==> config.mk <==
export PLATFORM = sky130hd
export DESIGN_NAME = integer_to_ascii_formatter_flat
export DESIGN_NICKNAME = d
export VERILOG_FILES = /design/src/rtl/itoa_pkg.sv /design/src/rtl/itoa_if.sv /design/src/rtl/integer_to_ascii_formatter.sv /design/src/rtl/itoa_ram.sv /design/src/rtl/itoa_front.sv /design/src/rtl/itoa_back.sv /design/src/flat_wrapper.sv
export SDC_FILE = /design/constraint.sdc
export NUM_CORES = 1
export LEC_CHECK = 0
export BUFFER_PORTS_ARGS = -buffer_cell sky130_fd_sc_hd__buf_2
export CORE_ASPECT_RATIO = 0.8
export CORE_UTILIZATION = 54
export CTS_CLUSTER_SIZE = 20
export DETAILED_ROUTE_END_ITERATION = 12
export HOLD_SLACK_MARGIN = 0.1
export PLACE_DENSITY_LB_ADDON = 0.25
export SYNTH_ARGS = -nofsm -noshare
export SYNTH_HDL_FRONTEND = slang
export SYNTH_SLANG_ARGS = --single-unit
export TNS_END_PERCENT = 5
==> constraint.sdc <==
create_clock -name clk -period 8.3 [get_ports clk]
set_input_delay 0.415 -clock clk [delete_from_list [all_inputs] [get_ports clk]]
set_output_delay 0.415 -clock clk [all_outputs]
set_load 0.005 [all_outputs]
==> src/rtl/itoa_pkg.sv <==
// ----------------------------------------------------------------------------
// itoa_pkg
// shared types and constants for the integer to ascii formatter
// ----------------------------------------------------------------------------
package itoa_pkg;

  localparam int FIELD_W = 7;
  localparam logic [6:0] LIMIT_WP = 7'd64;

  // two banks of 64 digits, one filled while the other is read out
  localparam int DIG_DEPTH = 128;

  localparam int FL_ZERO  = 0;
  localparam int FL_SIGN  = 1;
  localparam int FL_PLUS  = 2;
  localparam int FL_SPACE = 3;
  localparam int FL_LEFT  = 4;
  localparam int FL_PFX   = 5;
  localparam int FL_UPPER = 6;

  localparam logic [7:0] CH_SPACE = 8'h20;
  localparam logic [7:0] CH_ZERO  = 8'h30;
  localparam logic [7:0] CH_MINUS = 8'h2d;
  localparam logic [7:0] CH_PLUS  = 8'h2b;

  typedef enum logic [2:0] {
    ST_IDLE,
    ST_DIV,
    ST_LEAD,
    ST_SIGN,
    ST_PFX0,
    ST_PFX1,
    ST_FILL,
    ST_DIGS
  } be_state_t;

  typedef enum logic [1:0] {
    FE_IDLE,
    FE_DIV,
    FE_PUSH
  } fe_state_t;

  // pad counts lead, fill and trail are 8 bits wide, zeros and cap 7 bits
  typedef struct packed {
    logic              valid_radix;
    logic [7:0]        sign_ch;
    logic              has_sign;
    logic [1:0]        pfx_len;
    logic              upper;
    logic              left;
    logic              zero;
    logic [7:0]        lead;
    logic [7:0]        fill;
    logic [7:0]        trail;
    logic [6:0]        zeros;
    logic [6:0]        cap;
    logic              bank;
  } job_t;

  function automatic logic [7:0] digit_char(input logic [5:0] d, input logic upper);
    logic [7:0] c;
    if (d < 6'd10) c = CH_ZERO + {2'b00, d};
    else if (upper) c = 8'h41 + {2'b00, d} - 8'd10;
    else c = 8'h61 + {2'b00, d} - 8'd10;
    return c;
  endfunction

endpackage

==> src/rtl/itoa_if.sv <==
// ----------------------------------------------------------------------------
// itoa_in_if / itoa_out_if
// valid/ready channels of the formatter
// ----------------------------------------------------------------------------
interface itoa_in_if;
  logic        valid;
  logic        ready;
  logic [63:0] value;
  logic [5:0]  radix;
  logic [6:0]  field_width;
  logic [6:0]  min_digits;
  logic [6:0]  space_left;
  logic [6:0]  flags;
  modport source (output valid, value, radix, field_width, min_digits, space_left, flags,
                  input ready);
  modport sink (input valid, value, radix, field_width, min_digits, space_left, flags,
                output ready);
endinterface

interface itoa_out_if;
  logic       valid;
  logic       ready;
  logic [7:0] out_char;
  logic       has_char;
  logic       last;
  modport source (output valid, out_char, has_char, last, input ready);
  modport sink (input valid, out_char, has_char, last, output ready);
endinterface

==> src/rtl/integer_to_ascii_formatter.sv <==
// ----------------------------------------------------------------------------
// integer_to_ascii_formatter
// sequence: accept, bit-serial division for each digit, hand-over of the job, then
// back-end states that emit pad, sign, prefix, zero fill, digits and trailing pad
// throughput: next item is divided while the previous one is emitted, one word
// per cycle at most, longer under output stalls
// reset: synchronous active low, clears control state only, digit ram kept
// ----------------------------------------------------------------------------
module integer_to_ascii_formatter #(
  parameter int MAX_OUT    = 64,
  parameter int VALUE_BITS = 64
) (
  input  logic   clk,
  input  logic   rst_n,
  itoa_in_if.sink    in_ch,
  itoa_out_if.source out_ch
);
  import itoa_pkg::*;

  logic       dig_we;
  logic [6:0] dig_waddr, dig_raddr;
  logic [5:0] dig_wdata, dig_rdata;
  logic       job_valid, job_ready;
  job_t       job_q;
  logic [6:0] job_nd;

  itoa_front #(.MAX_OUT(MAX_OUT), .VALUE_BITS(VALUE_BITS)) u_front (
    .clk, .rst_n, .in_ch,
    .dig_we, .dig_waddr, .dig_wdata,
    .job_valid, .job_ready, .job(job_q), .job_nd
  );

  itoa_ram #(.WIDTH(6), .DEPTH(DIG_DEPTH)) u_ram (
    .clk, .we(dig_we), .waddr(dig_waddr), .wdata(dig_wdata),
    .raddr(dig_raddr), .rdata(dig_rdata)
  );

  itoa_back u_back (
    .clk, .rst_n, .job_valid, .job_ready, .job(job_q), .job_nd,
    .dig_raddr, .dig_rdata, .out_ch
  );

endmodule

==> src/rtl/itoa_ram.sv <==
// ----------------------------------------------------------------------------
// itoa_ram
// generic single write, single registered read memory
// ----------------------------------------------------------------------------
module itoa_ram #(
  parameter int WIDTH = 6,
  parameter int DEPTH = 64
) (
  input  logic                     clk,
  input  logic                     we,
  input  logic [$clog2(DEPTH)-1:0] waddr,
  input  logic [WIDTH-1:0]         wdata,
  input  logic [$clog2(DEPTH)-1:0] raddr,
  output logic [WIDTH-1:0]         rdata
);
  logic [WIDTH-1:0] mem [DEPTH];
  always_ff @(posedge clk) begin
    if (we) mem[waddr] <= wdata;
    rdata <= mem[raddr];
  end
endmodule

==> src/rtl/itoa_front.sv <==
// ----------------------------------------------------------------------------
// itoa_front
// classifies an item, divides the magnitude down bit-serially and stores digits
// ----------------------------------------------------------------------------
module itoa_front #(
  parameter int MAX_OUT    = 64,
  parameter int VALUE_BITS = 64
) (
  input  logic           clk,
  input  logic           rst_n,
  itoa_in_if.sink        in_ch,
  output logic           dig_we,
  output logic [6:0]     dig_waddr,
  output logic [5:0]     dig_wdata,
  output logic           job_valid,
  input  logic           job_ready,
  output itoa_pkg::job_t job,
  output logic [6:0]     job_nd
);
  import itoa_pkg::*;

  localparam int CW = $clog2(VALUE_BITS + 1);

  fe_state_t                 st_r, st_nxt;
  logic [VALUE_BITS-1:0]     q_r;
  logic [5:0]                rem_r;
  logic [CW-1:0]             bit_r;
  logic [5:0]                radix_r;
  logic [6:0]                nd_r;
  logic [7:0]                width_r;
  logic [6:0]                prec_r;
  logic [6:0]                cap_r;
  logic [6:0]                flags_r;
  logic                      has_sign_r;
  logic [7:0]                sign_ch_r;
  logic                      bank_r;

  logic [VALUE_BITS-1:0] mag;
  logic                  neg;
  logic [6:0]            fl;
  logic [6:0]            rem_sh;
  logic                  ge;
  logic [6:0]            rem_new;
  logic [VALUE_BITS-1:0] q_new;
  logic [6:0]            prec_eff;
  logic [1:0]            pfx_len;
  logic signed [8:0]     wleft;
  logic [7:0]            wpad;

  assign in_ch.ready = (st_r == FE_IDLE);

  always_comb begin
    fl = in_ch.flags;
    if (fl[FL_LEFT]) fl[FL_ZERO] = 1'b0;
    neg = fl[FL_SIGN] & in_ch.value[VALUE_BITS-1];
    mag = neg ? (~in_ch.value[VALUE_BITS-1:0] + 1'b1) : in_ch.value[VALUE_BITS-1:0];
  end

  // restoring division one quotient bit per cycle
  always_comb begin
    rem_sh  = {rem_r, q_r[VALUE_BITS-1]};
    ge      = rem_sh >= {1'b0, radix_r};
    rem_new = ge ? rem_sh - {1'b0, radix_r} : rem_sh;
    q_new   = {q_r[VALUE_BITS-2:0], ge};
  end

  always_comb begin
    st_nxt = st_r;
    unique case (st_r)
      FE_IDLE: if (in_ch.valid) st_nxt = FE_DIV;
      FE_DIV:  if (bit_r == CW'(VALUE_BITS - 1) && (q_new == '0 || nd_r == 7'd63))
                 st_nxt = FE_PUSH;
      FE_PUSH: if (job_ready) st_nxt = FE_IDLE;
      default: st_nxt = FE_IDLE;
    endcase
  end

  // digit bank flips each time a job is handed over
  always_ff @(posedge clk) begin
    if (!rst_n) begin
      st_r   <= FE_IDLE;
      bank_r <= 1'b0;
    end else begin
      st_r <= st_nxt;
      if (job_valid && job_ready) bank_r <= ~bank_r;
    end
  end

  always_ff @(posedge clk) begin
    if (st_r == FE_IDLE && in_ch.valid) begin
      q_r     <= mag;
      rem_r   <= '0;
      bit_r   <= '0;
      nd_r    <= '0;
      radix_r <= in_ch.radix;
      width_r <= (in_ch.field_width > LIMIT_WP) ? 8'd64 : {1'b0, in_ch.field_width};
      prec_r  <= (in_ch.min_digits > LIMIT_WP) ? LIMIT_WP : in_ch.min_digits;
      cap_r   <= in_ch.space_left;
      flags_r <= fl;
      has_sign_r <= fl[FL_SIGN] & (neg | fl[FL_PLUS] | fl[FL_SPACE]);
      sign_ch_r  <= neg ? CH_MINUS : (fl[FL_PLUS] ? CH_PLUS : CH_SPACE);
    end else if (st_r == FE_DIV) begin
      if (bit_r == CW'(VALUE_BITS - 1)) begin
        q_r   <= q_new;
        rem_r <= '0;
        bit_r <= '0;
        nd_r  <= nd_r + 7'd1;
      end else begin
        q_r   <= q_new;
        rem_r <= rem_new[5:0];
        bit_r <= bit_r + 1'b1;
      end
    end
  end

  assign dig_we    = (st_r == FE_DIV) && bit_r == CW'(VALUE_BITS - 1);
  assign dig_waddr = {bank_r, nd_r[5:0]};
  assign dig_wdata = rem_new[5:0];

  always_comb begin
    prec_eff = (nd_r > prec_r) ? nd_r : prec_r;
    pfx_len  = !flags_r[FL_PFX] ? 2'd0 :
               (radix_r == 6'd16) ? 2'd2 : (radix_r == 6'd8) ? 2'd1 : 2'd0;
    wleft = $signed({1'b0, width_r}) - $signed({8'b0, has_sign_r})
          - $signed({7'b0, pfx_len}) - $signed({2'b0, prec_eff});
    wpad  = wleft[8] ? 8'd0 : wleft[7:0];
  end

  always_comb begin
    job = '0;
    job.valid_radix = radix_r >= 6'd2 && radix_r <= 6'd36;
    job.sign_ch     = sign_ch_r;
    job.has_sign    = has_sign_r;
    job.pfx_len     = pfx_len;
    job.upper       = flags_r[FL_UPPER];
    job.left        = flags_r[FL_LEFT];
    job.zero        = flags_r[FL_ZERO];
    job.lead        = (!flags_r[FL_LEFT] && !flags_r[FL_ZERO]) ? wpad : 8'd0;
    job.fill        = (!flags_r[FL_LEFT] && flags_r[FL_ZERO]) ? wpad : 8'd0;
    job.trail       = flags_r[FL_LEFT] ? wpad : 8'd0;
    job.zeros       = prec_eff - nd_r;
    job.cap         = (cap_r > 7'(MAX_OUT)) ? 7'(MAX_OUT) : cap_r;
    job.bank        = bank_r;
  end

  assign job_valid = (st_r == FE_PUSH);
  assign job_nd    = nd_r;

endmodule

==> src/rtl/itoa_back.sv <==
// ----------------------------------------------------------------------------
// itoa_back
// sequences the characters of one job and drives the output register
// ----------------------------------------------------------------------------
module itoa_back (
  input  logic           clk,
  input  logic           rst_n,
  input  logic           job_valid,
  output logic           job_ready,
  input  itoa_pkg::job_t job,
  input  logic [6:0]     job_nd,
  output logic [6:0]     dig_raddr,
  input  logic [5:0]     dig_rdata,
  itoa_out_if.source     out_ch
);
  import itoa_pkg::*;

  be_state_t  st_r, st_nxt;
  job_t       j_r, j_nxt;
  logic [6:0] nd_r, nd_nxt;
  logic [7:0] cnt_r, cnt_nxt;
  logic [6:0] emitted_r, emitted_nxt;
  logic       trail_r, trail_nxt;
  logic       dig_wait_r, dig_wait_nxt;

  logic       ov_r, ov_nxt;
  logic [7:0] och_r, och_nxt;
  logic       ohas_r, ohas_nxt;
  logic       olast_r, olast_nxt;

  logic       emit;
  logic [7:0] ch;
  logic       last_piece;
  logic       room;
  logic       can_go;
  logic       done;
  logic       seg_end;
  logic       stall;
  logic       take;
  logic       empty_job;

  assign out_ch.valid    = ov_r;
  assign out_ch.out_char = och_r;
  assign out_ch.has_char = ohas_r;
  assign out_ch.last     = olast_r;

  assign can_go    = !ov_r || out_ch.ready;
  assign job_ready = (st_r == ST_IDLE) && can_go;
  assign take      = job_ready && job_valid;
  assign empty_job = !job.valid_radix || job.cap == 7'd0;
  assign dig_raddr = {j_r.bank, cnt_r[5:0]};

  // character of the current state
  always_comb begin
    room = (emitted_r + 7'd1) < j_r.cap;
    emit = 1'b0;
    ch   = CH_SPACE;
    seg_end = 1'b0;
    unique case (st_r)
      ST_LEAD: begin
        if (cnt_r != 8'd0) begin
          emit = 1'b1;
          ch = CH_SPACE;
        end
      end
      ST_SIGN: begin
        if (j_r.has_sign) begin
          emit = 1'b1;
          ch = j_r.sign_ch;
        end
      end
      ST_PFX0: begin
        if (j_r.pfx_len != 2'd0) begin
          emit = 1'b1;
          ch = CH_ZERO;
        end
      end
      ST_PFX1: begin
        if (j_r.pfx_len == 2'd2) begin
          emit = 1'b1;
          ch = j_r.upper ? 8'h58 : 8'h78;
        end
      end
      ST_FILL: begin
        if (cnt_r != 8'd0) begin
          emit = 1'b1;
          ch = CH_ZERO;
        end
      end
      ST_DIGS: begin
        emit = 1'b1;
        if (trail_r) begin
          ch = CH_SPACE;
          if (cnt_r == 8'd1) seg_end = 1'b1;
        end else begin
          ch = digit_char(dig_rdata, j_r.upper);
          if (cnt_r == 8'd0) seg_end = 1'b1;
        end
      end
      default: ;
    endcase
    // a char is final when room runs out or nothing remains after it
    last_piece = (st_r == ST_DIGS) && seg_end && (trail_r || j_r.trail == 8'd0);
    done  = emit && (last_piece || !room);
    stall = (emit && !can_go) || (st_r == ST_DIGS && dig_wait_r);
  end

  always_comb begin
    st_nxt = st_r;
    if (st_r == ST_IDLE) begin
      if (take && !empty_job) st_nxt = ST_DIV;
    end else if (!stall) begin
      if (done) begin
        st_nxt = ST_IDLE;
      end else begin
        unique case (st_r)
          ST_DIV:  st_nxt = ST_LEAD;
          ST_LEAD: if (cnt_r == 8'd0) st_nxt = ST_SIGN;
          ST_SIGN: st_nxt = ST_PFX0;
          ST_PFX0: st_nxt = ST_PFX1;
          ST_PFX1: st_nxt = ST_FILL;
          ST_FILL: if (cnt_r == 8'd0) st_nxt = ST_DIGS;
          ST_DIGS: st_nxt = ST_DIGS;
          default: st_nxt = ST_IDLE;
        endcase
      end
    end
  end

  always_comb begin
    j_nxt        = j_r;
    nd_nxt       = nd_r;
    cnt_nxt      = cnt_r;
    emitted_nxt  = emitted_r;
    trail_nxt    = trail_r;
    dig_wait_nxt = 1'b0;
    ov_nxt       = ov_r && !out_ch.ready;
    och_nxt      = och_r;
    ohas_nxt     = ohas_r;
    olast_nxt    = olast_r;
    if (take) begin
      j_nxt       = job;
      nd_nxt      = job_nd;
      emitted_nxt = '0;
      trail_nxt   = 1'b0;
      if (empty_job) begin
        ov_nxt    = 1'b1;
        och_nxt   = 8'd0;
        ohas_nxt  = 1'b0;
        olast_nxt = 1'b1;
      end
    end else if (st_r != ST_IDLE && !stall) begin
      unique case (st_r)
        ST_DIV:  cnt_nxt = j_r.lead;
        ST_LEAD: if (cnt_r != 8'd0) cnt_nxt = cnt_r - 8'd1;
        ST_PFX1: cnt_nxt = j_r.fill + {1'b0, j_r.zeros};
        ST_FILL: begin
          if (cnt_r != 8'd0) begin
            cnt_nxt = cnt_r - 8'd1;
          end else begin
            cnt_nxt = {1'b0, nd_r} - 8'd1;
            dig_wait_nxt = 1'b1;
          end
        end
        ST_DIGS: begin
          if (seg_end && !trail_r) begin
            trail_nxt = 1'b1;
            cnt_nxt = j_r.trail;
          end else begin
            cnt_nxt = cnt_r - 8'd1;
            dig_wait_nxt = !trail_r;
          end
        end
        default: ;
      endcase
      if (emit) begin
        ov_nxt      = 1'b1;
        och_nxt     = ch;
        ohas_nxt    = 1'b1;
        olast_nxt   = done;
        emitted_nxt = emitted_r + 7'd1;
      end
    end
  end

  always_ff @(posedge clk) begin
    if (!rst_n) begin
      st_r       <= ST_IDLE;
      ov_r       <= 1'b0;
      dig_wait_r <= 1'b0;
    end else begin
      st_r       <= st_nxt;
      ov_r       <= ov_nxt;
      dig_wait_r <= dig_wait_nxt;
    end
  end

  always_ff @(posedge clk) begin
    j_r       <= j_nxt;
    nd_r      <= nd_nxt;
    cnt_r     <= cnt_nxt;
    emitted_r <= emitted_nxt;
    trail_r   <= trail_nxt;
    och_r     <= och_nxt;
    ohas_r    <= ohas_nxt;
    olast_r   <= olast_nxt;
  end

endmodule

==> src/flat_wrapper.sv <==
// flat-port wrapper written by rule: the top's interface ports become plain ports
module integer_to_ascii_formatter_flat import itoa_pkg::*;
#(
  parameter int MAX_OUT    = 64,
  parameter int VALUE_BITS = 64
)
  (clk, rst_n, in_ch_valid, in_ch_value, in_ch_radix, in_ch_field_width, in_ch_min_digits, in_ch_space_left, in_ch_flags, in_ch_ready, out_ch_valid, out_ch_out_char, out_ch_has_char, out_ch_last, out_ch_ready);
  itoa_in_if in_ch_i ();
  itoa_out_if out_ch_i ();
  input  logic clk;
  input  logic rst_n;
  input wire logic [$bits(in_ch_i.valid)-1:0] in_ch_valid;
  input wire logic [$bits(in_ch_i.value)-1:0] in_ch_value;
  input wire logic [$bits(in_ch_i.radix)-1:0] in_ch_radix;
  input wire logic [$bits(in_ch_i.field_width)-1:0] in_ch_field_width;
  input wire logic [$bits(in_ch_i.min_digits)-1:0] in_ch_min_digits;
  input wire logic [$bits(in_ch_i.space_left)-1:0] in_ch_space_left;
  input wire logic [$bits(in_ch_i.flags)-1:0] in_ch_flags;
  output wire logic [$bits(in_ch_i.ready)-1:0] in_ch_ready;
  output wire logic [$bits(out_ch_i.valid)-1:0] out_ch_valid;
  output wire logic [$bits(out_ch_i.out_char)-1:0] out_ch_out_char;
  output wire logic [$bits(out_ch_i.has_char)-1:0] out_ch_has_char;
  output wire logic [$bits(out_ch_i.last)-1:0] out_ch_last;
  input wire logic [$bits(out_ch_i.ready)-1:0] out_ch_ready;
  assign in_ch_i.valid = in_ch_valid;
  assign in_ch_i.value = in_ch_value;
  assign in_ch_i.radix = in_ch_radix;
  assign in_ch_i.field_width = in_ch_field_width;
  assign in_ch_i.min_digits = in_ch_min_digits;
  assign in_ch_i.space_left = in_ch_space_left;
  assign in_ch_i.flags = in_ch_flags;
  assign in_ch_ready = in_ch_i.ready;
  assign out_ch_valid = out_ch_i.valid;
  assign out_ch_out_char = out_ch_i.out_char;
  assign out_ch_has_char = out_ch_i.has_char;
  assign out_ch_last = out_ch_i.last;
  assign out_ch_i.ready = out_ch_ready;
  integer_to_ascii_formatter #(.MAX_OUT(MAX_OUT), .VALUE_BITS(VALUE_BITS)) u_core (.clk(clk), .rst_n(rst_n), .in_ch(in_ch_i), .out_ch(out_ch_i));
endmodule
==> results.cfg, run 1 <==
[run_status]
status = completed

[route]
post_drt_wl_per_cell_um = 25.95
num_vias = 24630
wl_met1_um = 43790
drc_errors = 0
viasPerCell = 6.282
wl_met3_um = 7991
drt_iter0_drc = 2724
route.met2.wl_um = 47840
first_pass_iters = 5
drt_wl_total_um = 101700
routed.top_layer = met4
final_antenna_net_count = 0

[setup_path]
cpMostUsedCell = fa_1
ff2ff_setup_slack_ns = 2.56
cp_slowest_cell = a2111oi_0
cp-end-kind = flip-flop
path_max_fanout = 21
crit_chain = ha_1 > nor2b_1 > o21ai_0 > a21oi_1 > a211oi_1 > o21bai_1 > mux2_2 > fa_1 > fa_1 > fa_1 > nor2b_1 > o21ai_0 > a21boi_0 > o21a_1 > o21ai_1 > a2111oi_0
critPathMaxStageDelay_ns = 0.60
reg2regPathDepth = 16
critPathLaunchType = flip-flop
r2r_end = u_core.u_back.j_r[20]$_SDFFCE_PN0P_
worstSetupPathType = flip-flop to flip-flop
r2r_start = u_core.u_front.job_nd[1]$_SDFFE_PP0P_
worstPathArrival_ns = 6.17
crit_required_ns = 8.73
cp_num_buf_inv = 0
crit_family = compound AO/OA/AOI/OAI gates

[grt]
antenna_found_initial = 5
grt_overflow = 0
grt_pass1_wl_um = 154000
grt_pass1_vias = 24650
grt_start_max_net_pins = 123
track_usage_pct = 26.00

[synth]
synth_nets = 2843
synth.top_cells.by_count = edfxtp_1 (938), nor2_1 (218), nand2_1 (188)
yosysTopAreaCell = edfxtp_1
yosysWarnings = 0
syn_area_sq_mm = 0.04236
synth-seq-area-share_pct = 68.48
synth.most_common_cell = edfxtp_1
ys.flop_type = edfxtp_1
synth_edf_count = 938
async_flop_share_pct = 0
syn_avg_cell_area_sq_um = 15.82
ys_ff_latch = 980
synth_area_leaders = edfxtp_1 (66%), mux4_2 (9.8%), dfxtp_1 (2.0%)
syn_inst = 2678
synth_cell_type_count = 74
synth.top_cell.area_share_pct = 66.50

[power_and_ir_drop]
max-vdd-ir-drop_v = 0.0002282
power.share.clock_pct = 34.4
seq_power_share_pct = 53.3
power.leakage_nw = 15.63
power.internal_w = 0.009254
power_density_mw_per_mm2 = 261.8
p_sw_w = 0.003154
p_sw_share_pct = 25.42
comb_power_share_pct = 12.3

[clock_tree]
clock_latency_ns = 0.68
post_cts_buffers = 0
cts_buffer_depth = 3
tritoncts = yes
cts_root_buffer = clkbuf_16
cts_buffers = 92
path_clk_slew_ns = 0.06
htreeDepth = 3
cts.sinks = 980

[sta]
setup_viol = 0
relSlewSlack_pct = 11.70
rsz0062_at_grt = no
clock_skew_ns = 0.04158
tightest_slew_ns = 1.321
tns_ns = 0
period_share_pct = 69.15
fmax_mhz = 174.2
maxSlewViolCount = 0
min_period_ns = 5.739
holdWs_ns = 0.1554
hold_violations = 0

[finish]
fin_util_pct = 61.31
nNetsFinal = 2990
fillers = 5562
design_area_sq_mm = 0.04740
area_growth_pct = 11.91
drive_gt1_share_pct = 17.80

[place]
placed_cell_area_sq_mm = 0.04398
dpl.hpwl_um = 64520
routabilityCongestion = 0.8703
io_buffers = 113

[floorplanning]
start_util_pct = 54.79
die_width_um = 315.1
dieArea_sq_mm = 0.07957
dieHeight_um = 252.5
ios = 114
std_cell_rows = 91
design.core.area_sq_mm = 0.07731

[min_path]
hp-class = primary input to flip-flop
whs_path_depth = 3
worst_hold_path.endpoint = u_core.u_front.q_r[51]$_DFFE_PP_
hp-start = in_ch_value[51]

[flow_run]
maxCapViolCount = 0
layout make-up:
type | count | area [sq um] | share of cell area, %
flip-flops and latches | 980 | 29010 | 61.20
multi-input cells | 1485 | 12520 | 26.41
clock buffers | 112 | 2449 | 5.166
well taps | 1023 | 1280 | 2.700
repair buffers | 188 | 1244 | 2.624
clock inverters | 50 | 600.6 | 1.267
inverters | 78 | 292.8 | 0.6177
diodes | 4 | 10.01 | 0.02112
state kept, by name, summed over array words and instances (netlist names), 2 cells and up:
register	cells
u_core.u_front.job_nd	7
u_core.u_front.rem_r	6
u_core.u_back.st_r	3
u_core.u_front.radix_r	6
u_core.u_back.j_r	45
u_core.u_back.nd_r	7
u_core.u_ram.rdata	6
u_core.u_front.bit_r	7
u_core.u_front.flags_r	4
u_core.u_back.out_ch.out_char	8
u_core.u_front.width_r	7
u_core.u_front.prec_r	7
u_core.u_front.st_r	2
u_core.u_back.emitted_r	7
u_core.u_back.cnt_r	8
u_core.u_front.q_r	64
u_core.u_front.sign_ch_r	3
u_core.u_ram.mem	768
u_core.u_front.cap_r	7
layer usage:
metal	vias to the layer above	global-route usage, %
met4	0	6.935
met3	145	4.037
met2	1111	40.44
met1	12560	38.49
li1	10810	-
met5	-	0
power groups by stage:
stage	Combinational (W)	Sequential (W)	Clock, W
floorplan	0.000811	0.00673	0
global placement	0.00144	0.00670	0
detailed placement	0.00153	0.00671	0
CTS	0.00154	0.00661	0.00432
global route	0.00167	0.00662	0.00450
finish	0.00153	0.00661	0.00427
through the flow:
step | setup WS [ns] | total power (W) | instances
detailed placement | 2.661 | 0.008244 | 3718
global placement | 2.868 | 0.008139 | 3718
finish | 2.561 | 0.01241 | 3920
global route | 2.217 | 0.01278 | 3920
CTS | 2.591 | 0.01247 | 3916
floorplan | 2.109 | 0.007537 | 2678
logic make-up after synthesis:
kind of cell / synth area share (%)
adder cells (fa/ha/maj): 1.985
multiplexers: 11.62
AND/OR/NAND/NOR: 7.456
XOR/XNOR: 2.295
flip-flops: 68.48
AO/OA/AOI/OAI: 6.097
buffers and inverters: 2.065
placed cells by master (no fill, tap or decap), types with 9 or more instances in the layout:
cell type | netlist | final
clkinv_1 | 2 | 17
o41ai_1 | 20 | 20
edfxtp_1 | 938 | 938
buf_2 | 21 | 113
inv_1 | 76 | 73
nor2b_1 | 36 | 36
a221oi_1 | 12 | 12
and2_1 | 9 | 9
dlygate4sd3_1 | 0 | 36
a22o_1 | 10 | 10
xnor2_1 | 55 | 55
or2_2 | 12 | 12
bufinv_16 | 0 | 11
nor4_1 | 30 | 30
nand2_1 | 188 | 187
nand4_1 | 25 | 25
mux2i_1 | 63 | 62
a21oi_1 | 67 | 67
nor2_1 | 218 | 218
o21ai_1 | 9 | 10
mux4_2 | 184 | 184
nor3_1 | 39 | 39
a22oi_1 | 22 | 22
clkbuf_1 | 88 | 14
or3_1 | 16 | 16
o21ai_0 | 100 | 99
nand2b_1 | 15 | 15
clkinv_2 | 0 | 14
xor2_1 | 56 | 56
dfxtp_1 | 42 | 42
a31oi_1 | 19 | 19
buf_4 | 9 | 37
ha_1 | 56 | 56
clkbuf_16 | 0 | 93
nand3_1 | 38 | 37
a211oi_1 | 25 | 25
o31ai_1 | 14 | 14
a21o_1 | 15 | 15
worst min-delay path, stage by stage:
cell and delay (ns):
buf_2 0.10, xor2_1 0.06, o21ai_0 0.13
what timing repair did:
item                      in CTS  in global routing
gates resized for setup        0                  0
hold endpoints to repair      38                  0
hold buffers                  36                  0
worst max path at each step:
stage	start	end	slack [ns]	cells after the start
after detailed placement	u_core.u_front.job_nd[1]$_SDFFE_PP0P_	u_core.u_back.j_r[20]$_SDFFCE_PN0P_	2.66	16
after global routing	u_core.u_front.job_nd[1]$_SDFFE_PP0P_	u_core.u_back.j_r[20]$_SDFFCE_PN0P_	2.22	16
after global placement	u_core.u_front.job_nd[1]$_SDFFE_PP0P_	u_core.u_back.j_r[36]$_SDFFCE_PN0P_	2.87	16
after CTS	u_core.u_front.job_nd[1]$_SDFFE_PP0P_	u_core.u_back.j_r[20]$_SDFFCE_PN0P_	2.59	16
after floorplan	u_core.u_front.radix_r[3]$_DFFE_PP_	u_core.u_ram.mem[0][0]$_DFFE_PP_	2.11	8
final	u_core.u_front.job_nd[1]$_SDFFE_PP0P_	u_core.u_back.j_r[20]$_SDFFCE_PN0P_	2.56	16
Note: power is estimated with default switching activity, not from simulation.
==> run 2, diff against run 1 <==
Clock period 8.3 ns to 5.88 ns, I/O delays scaled along.
==> results.cfg, run 2 (same netlist as run 1, synthesis figures left out) <==
[run_status]
status = completed

[flow_run]
maxCapViolCount = 0

[clock_tree]
cts.sinks = 980
cts_root_buffer = clkbuf_16
ctsHoldBuffers = 94
cts_buffer_depth = 3
post_cts_buffers = 0
clock_latency_ns = 0.68
path_clk_slew_ns = 0.06
cts_buffers = 95
htreeDepth = 3
ctsResizeCount = 0
tritoncts = yes

[sta]
period_share_pct = 91.60
relSlewSlack_pct = 17.22
fmax_mhz = 185.7
tightest_slew_ns = 1.233
tns_ns = 0
maxSlewViolCount = 0
hold_violations = 0
clock_skew_ns = 0.03481
rsz0062_at_grt = no
min_period_ns = 5.386
setup_viol = 0

[setup_path]
path_max_fanout = 21
critPathLaunchType = flip-flop
reg2regPathDepth = 16
cp-endpoint = u_core.u_back.j_r[36]$_SDFFCE_PN0P_
ff2ff_setup_slack_ns = 0.49
worstSetupPathType = flip-flop to flip-flop
crit_start = u_core.u_front.job_nd[1]$_SDFFE_PP0P_
r2r_end = u_core.u_back.j_r[36]$_SDFFCE_PN0P_
crit_required_ns = 6.24
r2r_start = u_core.u_front.job_nd[1]$_SDFFE_PP0P_
cp-end-kind = flip-flop
worstPathArrival_ns = 5.74

[place]
routabilityCongestion = 0.8800
dpl.hpwl_um = 66250
io_buffers = 113
placed_cell_area_sq_mm = 0.04412

[power_and_ir_drop]
max-vdd-ir-drop_v = 0.0004299
power.leakage_nw = 15.99
power_density_mw_per_mm2 = 366.6

[route]
final_antenna_net_count = 0
first_pass_iters = 6
num_vias = 25070
viasPerCell = 6.263
post_drt_wl_per_cell_um = 25.94
drt_wl_total_um = 103800
drc_errors = 0
drt_iter0_drc = 2842

[floorplanning]
start_util_pct = 54.79
dieArea_sq_mm = 0.07957
design.core.area_sq_mm = 0.07731
std_cell_rows = 91
ios = 114
die_width_um = 315.1
dieHeight_um = 252.5

[grt]
grt_use_met3_pct = 5.907
grt_pass1_wl_um = 155100
antenna_found_initial = 0
grt_overflow = 0
grt_start_max_net_pins = 130
grt_util_met1_pct = 37.93
use_met2_pct = 41.00
track_usage_pct = 26.34
busiest_layer = met2
grt_pass1_vias = 24660

[finish]
design_area_sq_mm = 0.04817
antenna_cells = 0
multi_input_area_sq_mm = 0.01252
top_register = u_core.u_ram.mem
mostFrequentLayoutCell = edfxtp_1
top_regs = u_core.u_ram.mem x768, u_core.u_front.q_r x64, u_core.u_back.j_r x45
area_growth_pct = 13.72
final-seq-area_sq_mm = 0.02901
layout_common_cells = edfxtp_1 (938), nor2_1 (218), nand2_1 (187)
drive_gt1_share_pct = 18.05
nNetsFinal = 3066
largest_reg_flops = 768
fillers = 5517

[min_path]
hp-class = primary input to flip-flop
==> run 2: cell count changes in the layout (fill, tap and decap cells not counted), moves of 3 or more <==
cell           previous run  this run
buf_4                    37        50
bufinv_16                11         8
clkbuf_16                93        97
clkinv_1                 17        22
clkinv_2                 14        18
diode_2                   4         0
dlygate4sd3_1            36        94
==> run 2: area by class of cell <==
type	instances	area share (%)
Clock buffer	117	5.299
Clock inverter	59	1.151
Tap cell	1023	2.657
Sequential cell	980	60.22
Multi-Input combinational cell	1485	25.99
Inverter	78	0.6078
Timing Repair Buffer	261	4.073
==> run 2: per-layer routing <==
layer	part of all wire (%)	up-vias	wire (um)
li1	-	10980	-
met1	42	12760	43940
met2	47	1159	48750
met3	8.6	172	8892
met4	2.2	0	2263
met5	0	-	0
==> run 2: worst min path at each step <==
stage                     cells past startpoint                                 from  slack, ns                                end
after global placement                        0  u_core.u_front.flags_r[6]$_DFFE_PP_       0.42    u_core.u_back.j_r[41]$_DFFE_PP_
after floorplan                               0                  in_ch_space_left[0]       0.39  u_core.u_front.cap_r[0]$_DFFE_PP_
after detailed placement                      0  u_core.u_front.flags_r[6]$_DFFE_PP_       0.43    u_core.u_back.j_r[41]$_DFFE_PP_
final                                         3                      in_ch_value[18]       0.13   u_core.u_front.q_r[18]$_DFFE_PP_
after global routing                          3                      in_ch_value[55]       0.11   u_core.u_front.q_r[55]$_DFFE_PP_
after CTS                                     3                      in_ch_value[49]       0.11   u_core.u_front.q_r[49]$_DFFE_PP_
==> run 2: critical path, cell delays in order (launching register included) <==
cell	delay (ns)
dfxtp_1	0.50
ha_1	0.30
nor2b_1	0.13
o21ai_0	0.18
a21oi_1	0.11
a211oi_1	0.39
o21bai_1	0.21
mux2_2	0.38
fa_1	0.54
fa_1	0.22
fa_1	0.23
nor2b_1	0.05
o21ai_0	0.23
a21boi_0	0.18
o21a_1	0.21
o21ai_1	0.94
a2111oi_0	0.27
==> run 2: per-stage QoR <==
stage                     total power [W]  worst slack (ns)  utilization [%]  std cells  hold WS, ns
after detailed placement          0.01168            0.5987            57.07       3733       0.4283
after CTS                         0.01772            0.5671            62.30       4003       0.1083
after global routing              0.01818           0.07271            62.30       4003       0.1100
after global placement            0.01150            0.6804            57.07       3733       0.4185
after floorplan                   0.01063             1.010                -       2678       0.3929
final                             0.01766            0.4937            62.30       4003       0.1342
==> run 2: power by group <==
group	total (W)	internal, W	switching [W]
sequential	0.00933	0.00924	0.0000905
clock	0.00611	0.00345	0.00265
combinational	0.00222	0.000411	0.00181
